==> src/hw/rtl/frt_pkg.sv <==
// Shared types, widths and codes for the fragment reassembly tracker.
`timescale 1ns / 1ps

package frt_pkg;

    localparam int SLOTS_DEFAULT = 16;

    localparam int ID_W     = 32;
    localparam int FRAG_W   = 16;
    localparam int BYTES_W  = 24;
    localparam int SUM_W    = BYTES_W + 1;
    localparam int STATUS_W = 3;
    localparam int SLOT_OUT_W = 4;
    localparam int PEND_W   = 5;

    // Queue between the front and the back engine.
    localparam int FIFO_DEPTH = 2;
    localparam int FIFO_PTR_W = 1;
    localparam int FIFO_CNT_W = 2;

    // Configuration port.
    localparam int ADDR_W = 3;
    localparam int DATA_W = 32;
    localparam logic REG_MAX_PACKET_BYTES = 1'b0;
    localparam logic [BYTES_W-1:0] MAX_BYTES_RESET = 24'd65536;

    localparam logic [STATUS_W-1:0] ST_ACCEPTED     = 3'd0;
    localparam logic [STATUS_W-1:0] ST_COMPLETED    = 3'd1;
    localparam logic [STATUS_W-1:0] ST_INVALID      = 3'd2;
    localparam logic [STATUS_W-1:0] ST_OUT_OF_ORDER = 3'd3;
    localparam logic [STATUS_W-1:0] ST_TOO_LARGE    = 3'd4;
    localparam logic [STATUS_W-1:0] ST_TABLE_FULL   = 3'd5;
    localparam logic [STATUS_W-1:0] ST_DISCARDED    = 3'd6;

    localparam logic ACT_FRAGMENT = 1'b0;
    localparam logic ACT_DISCARD  = 1'b1;

    typedef struct packed {
        logic              action;
        logic [ID_W-1:0]   pkt_id;
        logic [FRAG_W-1:0] frag_index;
        logic [FRAG_W-1:0] frag_count;
        logic [FRAG_W-1:0] frag_length;
    } in_item_t;

    typedef struct packed {
        logic [STATUS_W-1:0]   status;
        logic [SLOT_OUT_W-1:0] slot;
        logic [BYTES_W-1:0]    write_offset;
        logic [BYTES_W-1:0]    total_length;
        logic [PEND_W-1:0]     pending_count;
    } out_item_t;

    // A classified transaction as it waits for the back engine.
    typedef struct packed {
        in_item_t item;
        logic     bad_header;
    } q_item_t;

    typedef enum logic [1:0] {
        BK_IDLE,
        BK_MATCH,
        BK_EXEC
    } back_state_t;

endpackage

==> src/hw/rtl/frt_front.sv <==
// Front end: accepts transactions, flags malformed headers and queues them.
`timescale 1ns / 1ps

module frt_front (
    input  logic             clk,
    input  logic             rst_n,
    input  logic             push,
    output logic             full,
    input  frt_pkg::in_item_t item,
    output logic             q_valid,
    input  logic             q_pop,
    output frt_pkg::q_item_t q_entry
);
    import frt_pkg::*;

    q_item_t               fifo_reg [FIFO_DEPTH];
    logic [FIFO_PTR_W-1:0] wr_ptr_reg;
    logic [FIFO_PTR_W-1:0] rd_ptr_reg;
    logic [FIFO_CNT_W-1:0] count_reg;
    logic                  do_push;
    logic                  do_pop;
    q_item_t               new_entry;

    assign full    = (count_reg == FIFO_CNT_W'(FIFO_DEPTH));
    assign q_valid = (count_reg != '0);
    assign do_push = push && !full;
    assign do_pop  = q_pop && q_valid;
    assign q_entry = fifo_reg[rd_ptr_reg];

    always_comb
    begin
        new_entry.item       = item;
        new_entry.bad_header = (item.frag_count == '0) || (item.frag_index >= item.frag_count);
    end

    always_ff @(posedge clk or negedge rst_n)
    begin
        if (!rst_n)
        begin
            wr_ptr_reg <= '0;
            rd_ptr_reg <= '0;
            count_reg  <= '0;
        end
        else
        begin
            if (do_push)
            begin
                wr_ptr_reg <= wr_ptr_reg + 1'b1;
            end
            if (do_pop)
            begin
                rd_ptr_reg <= rd_ptr_reg + 1'b1;
            end
            if (do_push && !do_pop)
            begin
                count_reg <= count_reg + 1'b1;
            end
            else if (do_pop && !do_push)
            begin
                count_reg <= count_reg - 1'b1;
            end
        end
    end

    always_ff @(posedge clk)
    begin
        if (do_push)
        begin
            fifo_reg[wr_ptr_reg] <= new_entry;
        end
    end

endmodule

==> src/hw/rtl/frt_back.sv <==
// Back engine: slot table, id match, per-fragment update and the result register.
`timescale 1ns / 1ps

module frt_back #(
    parameter int SLOTS = frt_pkg::SLOTS_DEFAULT
) (
    input  logic                         clk,
    input  logic                         rst_n,
    input  logic                         q_valid,
    output logic                         q_pop,
    input  frt_pkg::q_item_t             q_entry,
    input  logic [frt_pkg::BYTES_W-1:0]  max_bytes,
    output logic                         empty,
    input  logic                         pop,
    output frt_pkg::out_item_t           result
);
    import frt_pkg::*;

    localparam int SLOT_W = (SLOTS > 1) ? $clog2(SLOTS) : 1;
    localparam int CNT_W  = $clog2(SLOTS + 1);

    back_state_t state_reg;
    back_state_t state_next;
    logic        exec_fire;

    q_item_t     work_reg;
    logic        hit_reg;
    logic [SLOT_W-1:0] hit_idx_reg;
    logic        free_reg;
    logic [SLOT_W-1:0] free_idx_reg;

    logic              valid_reg     [SLOTS];
    logic [ID_W-1:0]   packet_reg    [SLOTS];
    logic [FRAG_W-1:0] expected_reg  [SLOTS];
    logic [FRAG_W-1:0] next_frag_reg [SLOTS];
    logic [BYTES_W-1:0] bytes_reg    [SLOTS];
    logic [CNT_W-1:0]  live_reg;
    logic [CNT_W-1:0]  live_next;

    out_item_t   result_reg;
    logic        result_valid_reg;

    logic              match_hit;
    logic [SLOT_W-1:0] match_idx;
    logic              free_any;
    logic [SLOT_W-1:0] free_idx;

    in_item_t          it;
    logic [FRAG_W-1:0] cur_expected;
    logic [FRAG_W-1:0] cur_next;
    logic [BYTES_W-1:0] cur_bytes;
    logic [SUM_W-1:0]  sum;
    logic [FRAG_W-1:0] next_idx;
    logic              last_frag;
    logic              do_free;
    logic              do_open;
    logic              do_advance;
    out_item_t         res;

    assign empty  = !result_valid_reg;
    assign result = result_reg;

    // Control sequencer: take one transaction, match it, then execute it.
    always_comb
    begin
        state_next = state_reg;
        q_pop      = 1'b0;
        exec_fire  = 1'b0;
        case (state_reg)
            BK_IDLE:
            begin
                if (q_valid)
                begin
                    q_pop      = 1'b1;
                    state_next = BK_MATCH;
                end
            end
            BK_MATCH:
            begin
                state_next = BK_EXEC;
            end
            BK_EXEC:
            begin
                if (!result_valid_reg || pop)
                begin
                    exec_fire  = 1'b1;
                    state_next = BK_IDLE;
                end
            end
            default:
            begin
                state_next = BK_IDLE;
            end
        endcase
    end

    always_ff @(posedge clk or negedge rst_n)
    begin
        if (!rst_n)
        begin
            state_reg <= BK_IDLE;
        end
        else
        begin
            state_reg <= state_next;
        end
    end

    // Associative id match and lowest free slot; the lowest index wins.
    always_comb
    begin
        match_hit = 1'b0;
        match_idx = '0;
        free_any  = 1'b0;
        free_idx  = '0;
        for (int i = SLOTS - 1; i >= 0; i--)
        begin
            if (valid_reg[i] && (packet_reg[i] == work_reg.item.pkt_id))
            begin
                match_hit = 1'b1;
                match_idx = SLOT_W'(i);
            end
            if (!valid_reg[i])
            begin
                free_any = 1'b1;
                free_idx = SLOT_W'(i);
            end
        end
    end

    always_ff @(posedge clk)
    begin
        if (q_pop)
        begin
            work_reg <= q_entry;
        end
        if (state_reg == BK_MATCH)
        begin
            hit_reg      <= match_hit;
            hit_idx_reg  <= match_idx;
            free_reg     <= free_any;
            free_idx_reg <= free_idx;
        end
    end

    // Decision for one transaction against the matched slot.
    always_comb
    begin
        it           = work_reg.item;
        cur_expected = expected_reg[hit_idx_reg];
        cur_next     = next_frag_reg[hit_idx_reg];
        cur_bytes    = bytes_reg[hit_idx_reg];
        sum          = {1'b0, cur_bytes} + SUM_W'(it.frag_length);
        next_idx     = it.frag_index + 1'b1;
        last_frag    = (next_idx == it.frag_count);
        do_free      = 1'b0;
        do_open      = 1'b0;
        do_advance   = 1'b0;
        res          = '0;
        res.status   = ST_ACCEPTED;

        if (it.action == ACT_DISCARD)
        begin
            res.status = ST_DISCARDED;
            do_free    = hit_reg;
        end
        else if (work_reg.bad_header)
        begin
            res.status = ST_INVALID;
        end
        else if (!hit_reg)
        begin
            if (it.frag_index != '0)
            begin
                res.status = ST_OUT_OF_ORDER;
            end
            else if (BYTES_W'(it.frag_length) > max_bytes)
            begin
                res.status = ST_TOO_LARGE;
            end
            else if (!free_reg)
            begin
                res.status = ST_TABLE_FULL;
            end
            else
            begin
                res.slot = SLOT_OUT_W'(free_idx_reg);
                if (last_frag)
                begin
                    // A single-fragment packet opens and closes in the same step.
                    res.status       = ST_COMPLETED;
                    res.total_length = BYTES_W'(it.frag_length);
                end
                else
                begin
                    do_open = 1'b1;
                end
            end
        end
        else if ((cur_expected != it.frag_count) || (cur_next != it.frag_index))
        begin
            res.status = ST_OUT_OF_ORDER;
            do_free    = 1'b1;
        end
        else if (sum > {1'b0, max_bytes})
        begin
            res.status = ST_TOO_LARGE;
            do_free    = 1'b1;
        end
        else
        begin
            res.slot         = SLOT_OUT_W'(hit_idx_reg);
            res.write_offset = cur_bytes;
            if (last_frag)
            begin
                res.status       = ST_COMPLETED;
                res.total_length = sum[BYTES_W-1:0];
                do_free          = 1'b1;
            end
            else
            begin
                do_advance = 1'b1;
            end
        end

        if (do_open)
        begin
            live_next = live_reg + 1'b1;
        end
        else if (do_free)
        begin
            live_next = live_reg - 1'b1;
        end
        else
        begin
            live_next = live_reg;
        end
        res.pending_count = PEND_W'(live_next);
    end

    always_ff @(posedge clk or negedge rst_n)
    begin
        if (!rst_n)
        begin
            for (int i = 0; i < SLOTS; i++)
            begin
                valid_reg[i] <= 1'b0;
            end
            live_reg         <= '0;
            result_valid_reg <= 1'b0;
        end
        else
        begin
            if (exec_fire)
            begin
                if (do_open)
                begin
                    valid_reg[free_idx_reg] <= 1'b1;
                end
                if (do_free)
                begin
                    valid_reg[hit_idx_reg] <= 1'b0;
                end
                live_reg         <= live_next;
                result_valid_reg <= 1'b1;
            end
            else if (pop)
            begin
                result_valid_reg <= 1'b0;
            end
        end
    end

    always_ff @(posedge clk)
    begin
        if (exec_fire)
        begin
            result_reg <= res;
            if (do_open)
            begin
                packet_reg[free_idx_reg]    <= it.pkt_id;
                expected_reg[free_idx_reg]  <= it.frag_count;
                next_frag_reg[free_idx_reg] <= next_idx;
                bytes_reg[free_idx_reg]     <= BYTES_W'(it.frag_length);
            end
            if (do_advance)
            begin
                next_frag_reg[hit_idx_reg] <= next_idx;
                bytes_reg[hit_idx_reg]     <= sum[BYTES_W-1:0];
            end
        end
    end

endmodule

==> src/hw/rtl/fragment_reassembly_tracker_unit.sv <==
// Top level of the fragment reassembly tracker: configuration register and the two engines.
//
//   Channel   Handshake            Payload
//   input     push / full          item   (in_item_t)
//   result    empty / pop          result (out_item_t)
//   config    psel/penable/pready  paddr, pwdata, prdata
//
// Each transaction passes through the back engine in order: queue pop, id match across
// the slot table, then the slot update that also loads the result register.
// The front takes a new transaction every cycle while its two-entry queue has room.
// A waiting result stalls only the update cycle; the queue keeps filling meanwhile.
// Reset empties the slot table at once through per-slot valid bits; no clearing pass.
`timescale 1ns / 1ps

module fragment_reassembly_tracker_unit #(
    parameter int SLOTS = frt_pkg::SLOTS_DEFAULT
) (
    input  logic                        clk,
    input  logic                        rst_n,
    input  logic                        push,
    output logic                        full,
    input  frt_pkg::in_item_t           item,
    output logic                        empty,
    input  logic                        pop,
    output frt_pkg::out_item_t          result,
    input  logic                        psel,
    input  logic                        penable,
    input  logic                        pwrite,
    input  logic [frt_pkg::ADDR_W-1:0]  paddr,
    input  logic [frt_pkg::DATA_W-1:0]  pwdata,
    output logic [frt_pkg::DATA_W-1:0]  prdata,
    output logic                        pready
);
    import frt_pkg::*;

    logic [BYTES_W-1:0] max_packet_bytes_reg;
    logic               cfg_write;
    logic               q_valid;
    logic               q_pop;
    q_item_t            q_entry;

    assign pready    = 1'b1;
    assign cfg_write = psel && penable && pwrite && pready;

    always_ff @(posedge clk or negedge rst_n)
    begin
        if (!rst_n)
        begin
            max_packet_bytes_reg <= MAX_BYTES_RESET;
        end
        else if (cfg_write && (paddr[2] == REG_MAX_PACKET_BYTES))
        begin
            max_packet_bytes_reg <= pwdata[BYTES_W-1:0];
        end
    end

    always_comb
    begin
        if (paddr[2] == REG_MAX_PACKET_BYTES)
        begin
            prdata = DATA_W'(max_packet_bytes_reg);
        end
        else
        begin
            prdata = '0;
        end
    end

    frt_front u_front (
        .clk     (clk),
        .rst_n   (rst_n),
        .push    (push),
        .full    (full),
        .item    (item),
        .q_valid (q_valid),
        .q_pop   (q_pop),
        .q_entry (q_entry)
    );

    frt_back #(
        .SLOTS (SLOTS)
    ) u_back (
        .clk       (clk),
        .rst_n     (rst_n),
        .q_valid   (q_valid),
        .q_pop     (q_pop),
        .q_entry   (q_entry),
        .max_bytes (max_packet_bytes_reg),
        .empty     (empty),
        .pop       (pop),
        .result    (result)
    );

    // Only a completed packet reports a total length.
    assert property (@(posedge clk) disable iff (!rst_n)
        (!empty && (result.status != ST_COMPLETED)) |-> (result.total_length == '0))
        else $error("total length reported without completion");

    // Rejected and discarded transactions carry no slot and no offset.
    assert property (@(posedge clk) disable iff (!rst_n)
        (!empty && (result.status != ST_COMPLETED) && (result.status != ST_ACCEPTED))
        |-> ((result.slot == '0) && (result.write_offset == '0)))
        else $error("slot or offset reported for a rejected transaction");

    // A completed packet never reports more bytes than the configured limit.
    assert property (@(posedge clk) disable iff (!rst_n)
        (!empty && (result.status == ST_COMPLETED))
        |-> (result.total_length <= max_packet_bytes_reg))
        else $error("completed packet exceeds the size limit");

    // The queue is never popped while it holds nothing.
    assert property (@(posedge clk) disable iff (!rst_n)
        q_pop |-> q_valid)
        else $error("queue popped while empty");

endmodule
==> config.mk <==
export PLATFORM = sky130hd
export DESIGN_NAME = fragment_reassembly_tracker_unit
export DESIGN_NICKNAME = d
export VERILOG_FILES = /design/src/hw/rtl/frt_pkg.sv /design/src/hw/rtl/frt_front.sv /design/src/hw/rtl/frt_back.sv /design/src/hw/rtl/fragment_reassembly_tracker_unit.sv
export SDC_FILE = /design/constraint.sdc
export NUM_CORES = 2
export LEC_CHECK = 0
export ABC_AREA = 1
export BUFFER_PORTS_ARGS = -buffer_cell sky130_fd_sc_hd__buf_4
export CORE_ASPECT_RATIO = 1.75
export CORE_MARGIN = 2
export CORE_UTILIZATION = 32
export CTS_BUF_LIST = sky130_fd_sc_hd__clkbuf_16
export DETAILED_ROUTE_END_ITERATION = 8
export PLACE_DENSITY = 0.57
export REMOVE_ABC_BUFFERS = 1
export SYNTH_ARGS = -nofsm -noshare
export SYNTH_HDL_FRONTEND = slang
export SYNTH_SLANG_ARGS = --single-unit
==> constraint.sdc <==
create_clock -name clk -period 20.3 [get_ports clk]
set_clock_uncertainty 0.15 [all_clocks]
set_input_delay 1.015 -clock clk [delete_from_list [all_inputs] [get_ports clk]]
set_output_delay 1.015 -clock clk [all_outputs]
set_load 0.01 [all_outputs]
==> results.py <==
metrics = {
    "power_and_ir_drop": {
        "clkPwrFrac": 0.274,
        "pwr-share-seq": 0.414,
        "combPwrFrac": 0.312,
        "p_per_area_nw_per_um2": 141,
        "sw_frac_of_total": 0.371,
        "intPower_mw": 7.60,
        "netSwitchingPower_mw": 4.48,
        "peakVddDrop_uv": 85.7,
        "p_leak_nw": 31.5,
        "fin_total_pwr_mw": 12.1,
    },
    "placement": {
        "place_congestion": 0.892,
        "numPortBuffers": 198,
        "dp_hpwl_mm": 138,
        "pre_cts_slack_ns": 8.43,
    },
    "cells_and_area": {
        "fillers": 22300,
        "mostFrequentLayoutCells": "nand2_1 (2,165), edfxtp_1 (1,724), buf_4 (333), inv_1 (310), nor2_1 (261)",
        "layout_commonest_cell": "nand2_1",
        "area_delta_synth_final_pct": 15.1,
        "nets": 6713,
        "drive_above_1_share": 0.103,
        "largest_reg_flops": 512,
        "fin_util": 0.370,
    },
    "setup_path": {
        "cp-start-kind": "register",
        "slowest_delay_ns": 0.91,
        "slowest_stage": "nor2_4",
        "required_ns": 20.61,
        "timing.rr.start": "u_back.hit_idx_reg[1]",
        "worstRegToRegCells": 39,
        "end_kind": "register",
        "worst-path-stages": 39,
        "ff2ff_setup_slack_ns": 8.41,
        "crit_top_cell": "nand2_1",
        "critical_path.top_delay_family": "simple AND/OR/NAND/NOR gates",
        "critPathKind": "register to register",
        "crit_fanout": 49,
        "arrival_ns": 12.20,
        "reg2reg_to": "u_back.next_frag_reg[10][7]",
        "crit_buf_inv": 10,
    },
    "clock_network": {
        "cts_setup_buffers": 0,
        "cts.htree.levels": 4,
        "cts_tree": "done",
        "hold_buffers": 0,
        "clock_sinks": 1776,
        "cts_made_buffers": 177,
        "clk_pin_slew_worst_paths_ns": 0.07,
        "cts_root_buffer": "clkbuf_16",
        "cts_resized": 0,
        "cts_buffer_depth": 4,
        "clkLatencyLatePin_ns": 0.84,
    },
    "yosys": {
        "yosysSeqAreaShare": 0.712,
        "synth-seq-cells": 1776,
        "synth.avg_cell_area_um2": 11.9,
        "synth_edf_count": 1724,
        "ys.warnings.count": 0,
        "synth-main-ff-cell": "edfxtp_1",
        "netlist_area_um2": 74500,
        "async_flop_share": 0.0293,
        "syn_inst": 6257,
        "synth_cell_type_count": 60,
    },
    "global_routing": {
        "track_usage": 0.183,
        "grt_max_degree": 89,
        "grt_pass1_wl_mm": 322,
        "overflow": 0,
        "grt_pass1_vias": 48100,
        "grt_antenna_before_repair": 13,
    },
    "sta": {
        "fin_crit_sh": 0.586,
        "holdWs_ns": 0.132,
        "finalSetupViolCount": 0,
        "grt_setup_unrepaired": "no",
        "fin_ws_ns": 8.41,
        "fin_setup_tns_ns": 0,
        "fmax_ghz": 0.0841,
        "slew_violations": 0,
        "period_minus_slack_ns": 11.89,
        "tightest_slew_ns": 1.34,
        "slew_headroom": 0.107,
        "hold_viol": 0,
    },
    "die": {
        "dieHeight_um": 642,
        "rows": 234,
        "io_pins": 218,
        "core_um2": 232000,
        "die-area_um2": 237000,
        "die_w_um": 369,
        "start_util": 0.321,
    },
    "drt": {
        "ant_nets": 0,
        "drt-initial-drc-count": 4541,
        "vias": 49100,
        "routed_wirelength_mm": 223,
        "drt_pass1_iterations": 6,
        "drt-wirelength-per-cell_um": 23.0,
        "drc": 0,
        "vias_per_cell": 5.05,
    },
    "status": {
        "status": "completed",
    },
    "min_path": {
        "hp-class": "input pin to asynchronous set/reset pin",
    },
    "job": {
        "drv_cap": 0,
    },
}
-- cells by family after synthesis --
family | Yosys count | synth area share
and+or+nand+nor | 2896 | 0.158
DFF | 1776 | 0.712
AOI/OAI and AO/OA | 739 | 0.0614
buffers and inverters | 560 | 0.0307
xor gates and xnor gates | 194 | 0.0228
adders and majority gates | 78 | 0.0132
muxes | 12 | 0.00181
other | 2 | 0.000101
-- routing by layer --
metal,GRT usage,part of all wire,up-vias
met1,0.218,0.38,24300
met3,0.0271,0.067,459
li1,-,-,22400
met2,0.328,0.51,1915
met4,0.0772,0.043,12
met5,0,0.00032,-
-- worst max-delay path by stage --
stage	from	to	slack, ns
2_1_floorplan	u_back.hit_idx_reg[0]	u_back.bytes_reg[12][0]	6.19
3_3_place_gp	u_back.hit_idx_reg[1]	u_back.next_frag_reg[11][9]	8.59
3_5_place_dp	u_back.hit_idx_reg[1]	u_back.next_frag_reg[11][9]	8.43
4_1_cts	u_back.hit_idx_reg[1]	u_back.next_frag_reg[11][12]	8.41
5_1_grt	u_back.hit_idx_reg[1]	u_back.next_frag_reg[10][6]	7.90
6_report	u_back.hit_idx_reg[1]	u_back.next_frag_reg[10][7]	8.41
-- cell type report --
type | instances | area, um2 | area share
timing repair buffer | 334 | 2520 | 0.0294
tap | 3068 | 3840 | 0.0448
inverter | 295 | 1120 | 0.0131
clock inverter | 136 | 1260 | 0.0147
multi-input combinational | 3928 | 19500 | 0.227
antenna | 7 | 17.5 | 0.000204
sequential | 1776 | 53100 | 0.619
clock buffer | 179 | 4480 | 0.0522
-- synth_stat cells (all sizes together) (8+ instances only) --
cell type | number | share of area
or2 | 29 | 0.0024
nand3b | 10 | 0.0010
dfrtp | 51 | 0.017
o22ai | 99 | 0.0083
a21oi | 154 | 0.010
xor2 | 74 | 0.0087
clkinv | 16 | 0.00081
nand2 | 2167 | 0.11
o21ai | 218 | 0.015
and2 | 10 | 0.00084
a22o | 35 | 0.0041
xnor2 | 120 | 0.014
nand4 | 66 | 0.0057
nor2 | 305 | 0.016
a211oi | 29 | 0.0029
clkbuf | 149 | 0.0075
o2111ai | 9 | 0.0011
ha | 77 | 0.013
buf | 116 | 0.0083
nor4 | 50 | 0.0042
mux2 | 12 | 0.0018
inv | 279 | 0.014
a31oi | 17 | 0.0014
or4 | 8 | 0.00081
nor3 | 43 | 0.0030
a221oi | 21 | 0.0025
a22oi | 130 | 0.013
nand3 | 193 | 0.013
edfxtp | 1724 | 0.69
-- per-stage QoR --
| step | instance area, um2 | std cells |
|---|---|---|
| 2_1_floorplan | 73400 | 5999 |
| 3_3_place_gp | 80000 | 9401 |
| 3_5_place_dp | 80000 | 9401 |
| 4_1_cts | 85800 | 9716 |
| 5_1_grt | 85800 | 9717 |
| 6_report | 85800 | 9723 |
-- power groups by stage --
stage / registers (mW) / logic, mW / clock network, mW
floorplan: 5.15 / 1.95 / 0
global placement: 5.07 / 3.71 / 0
detailed placement: 5.07 / 3.75 / 0
CTS: 5.00 / 3.77 / 3.37
global route: 5.03 / 4.09 / 3.50
finish: 5.00 / 3.77 / 3.30
No activity file was read; power rests on OpenSTA's default activity.
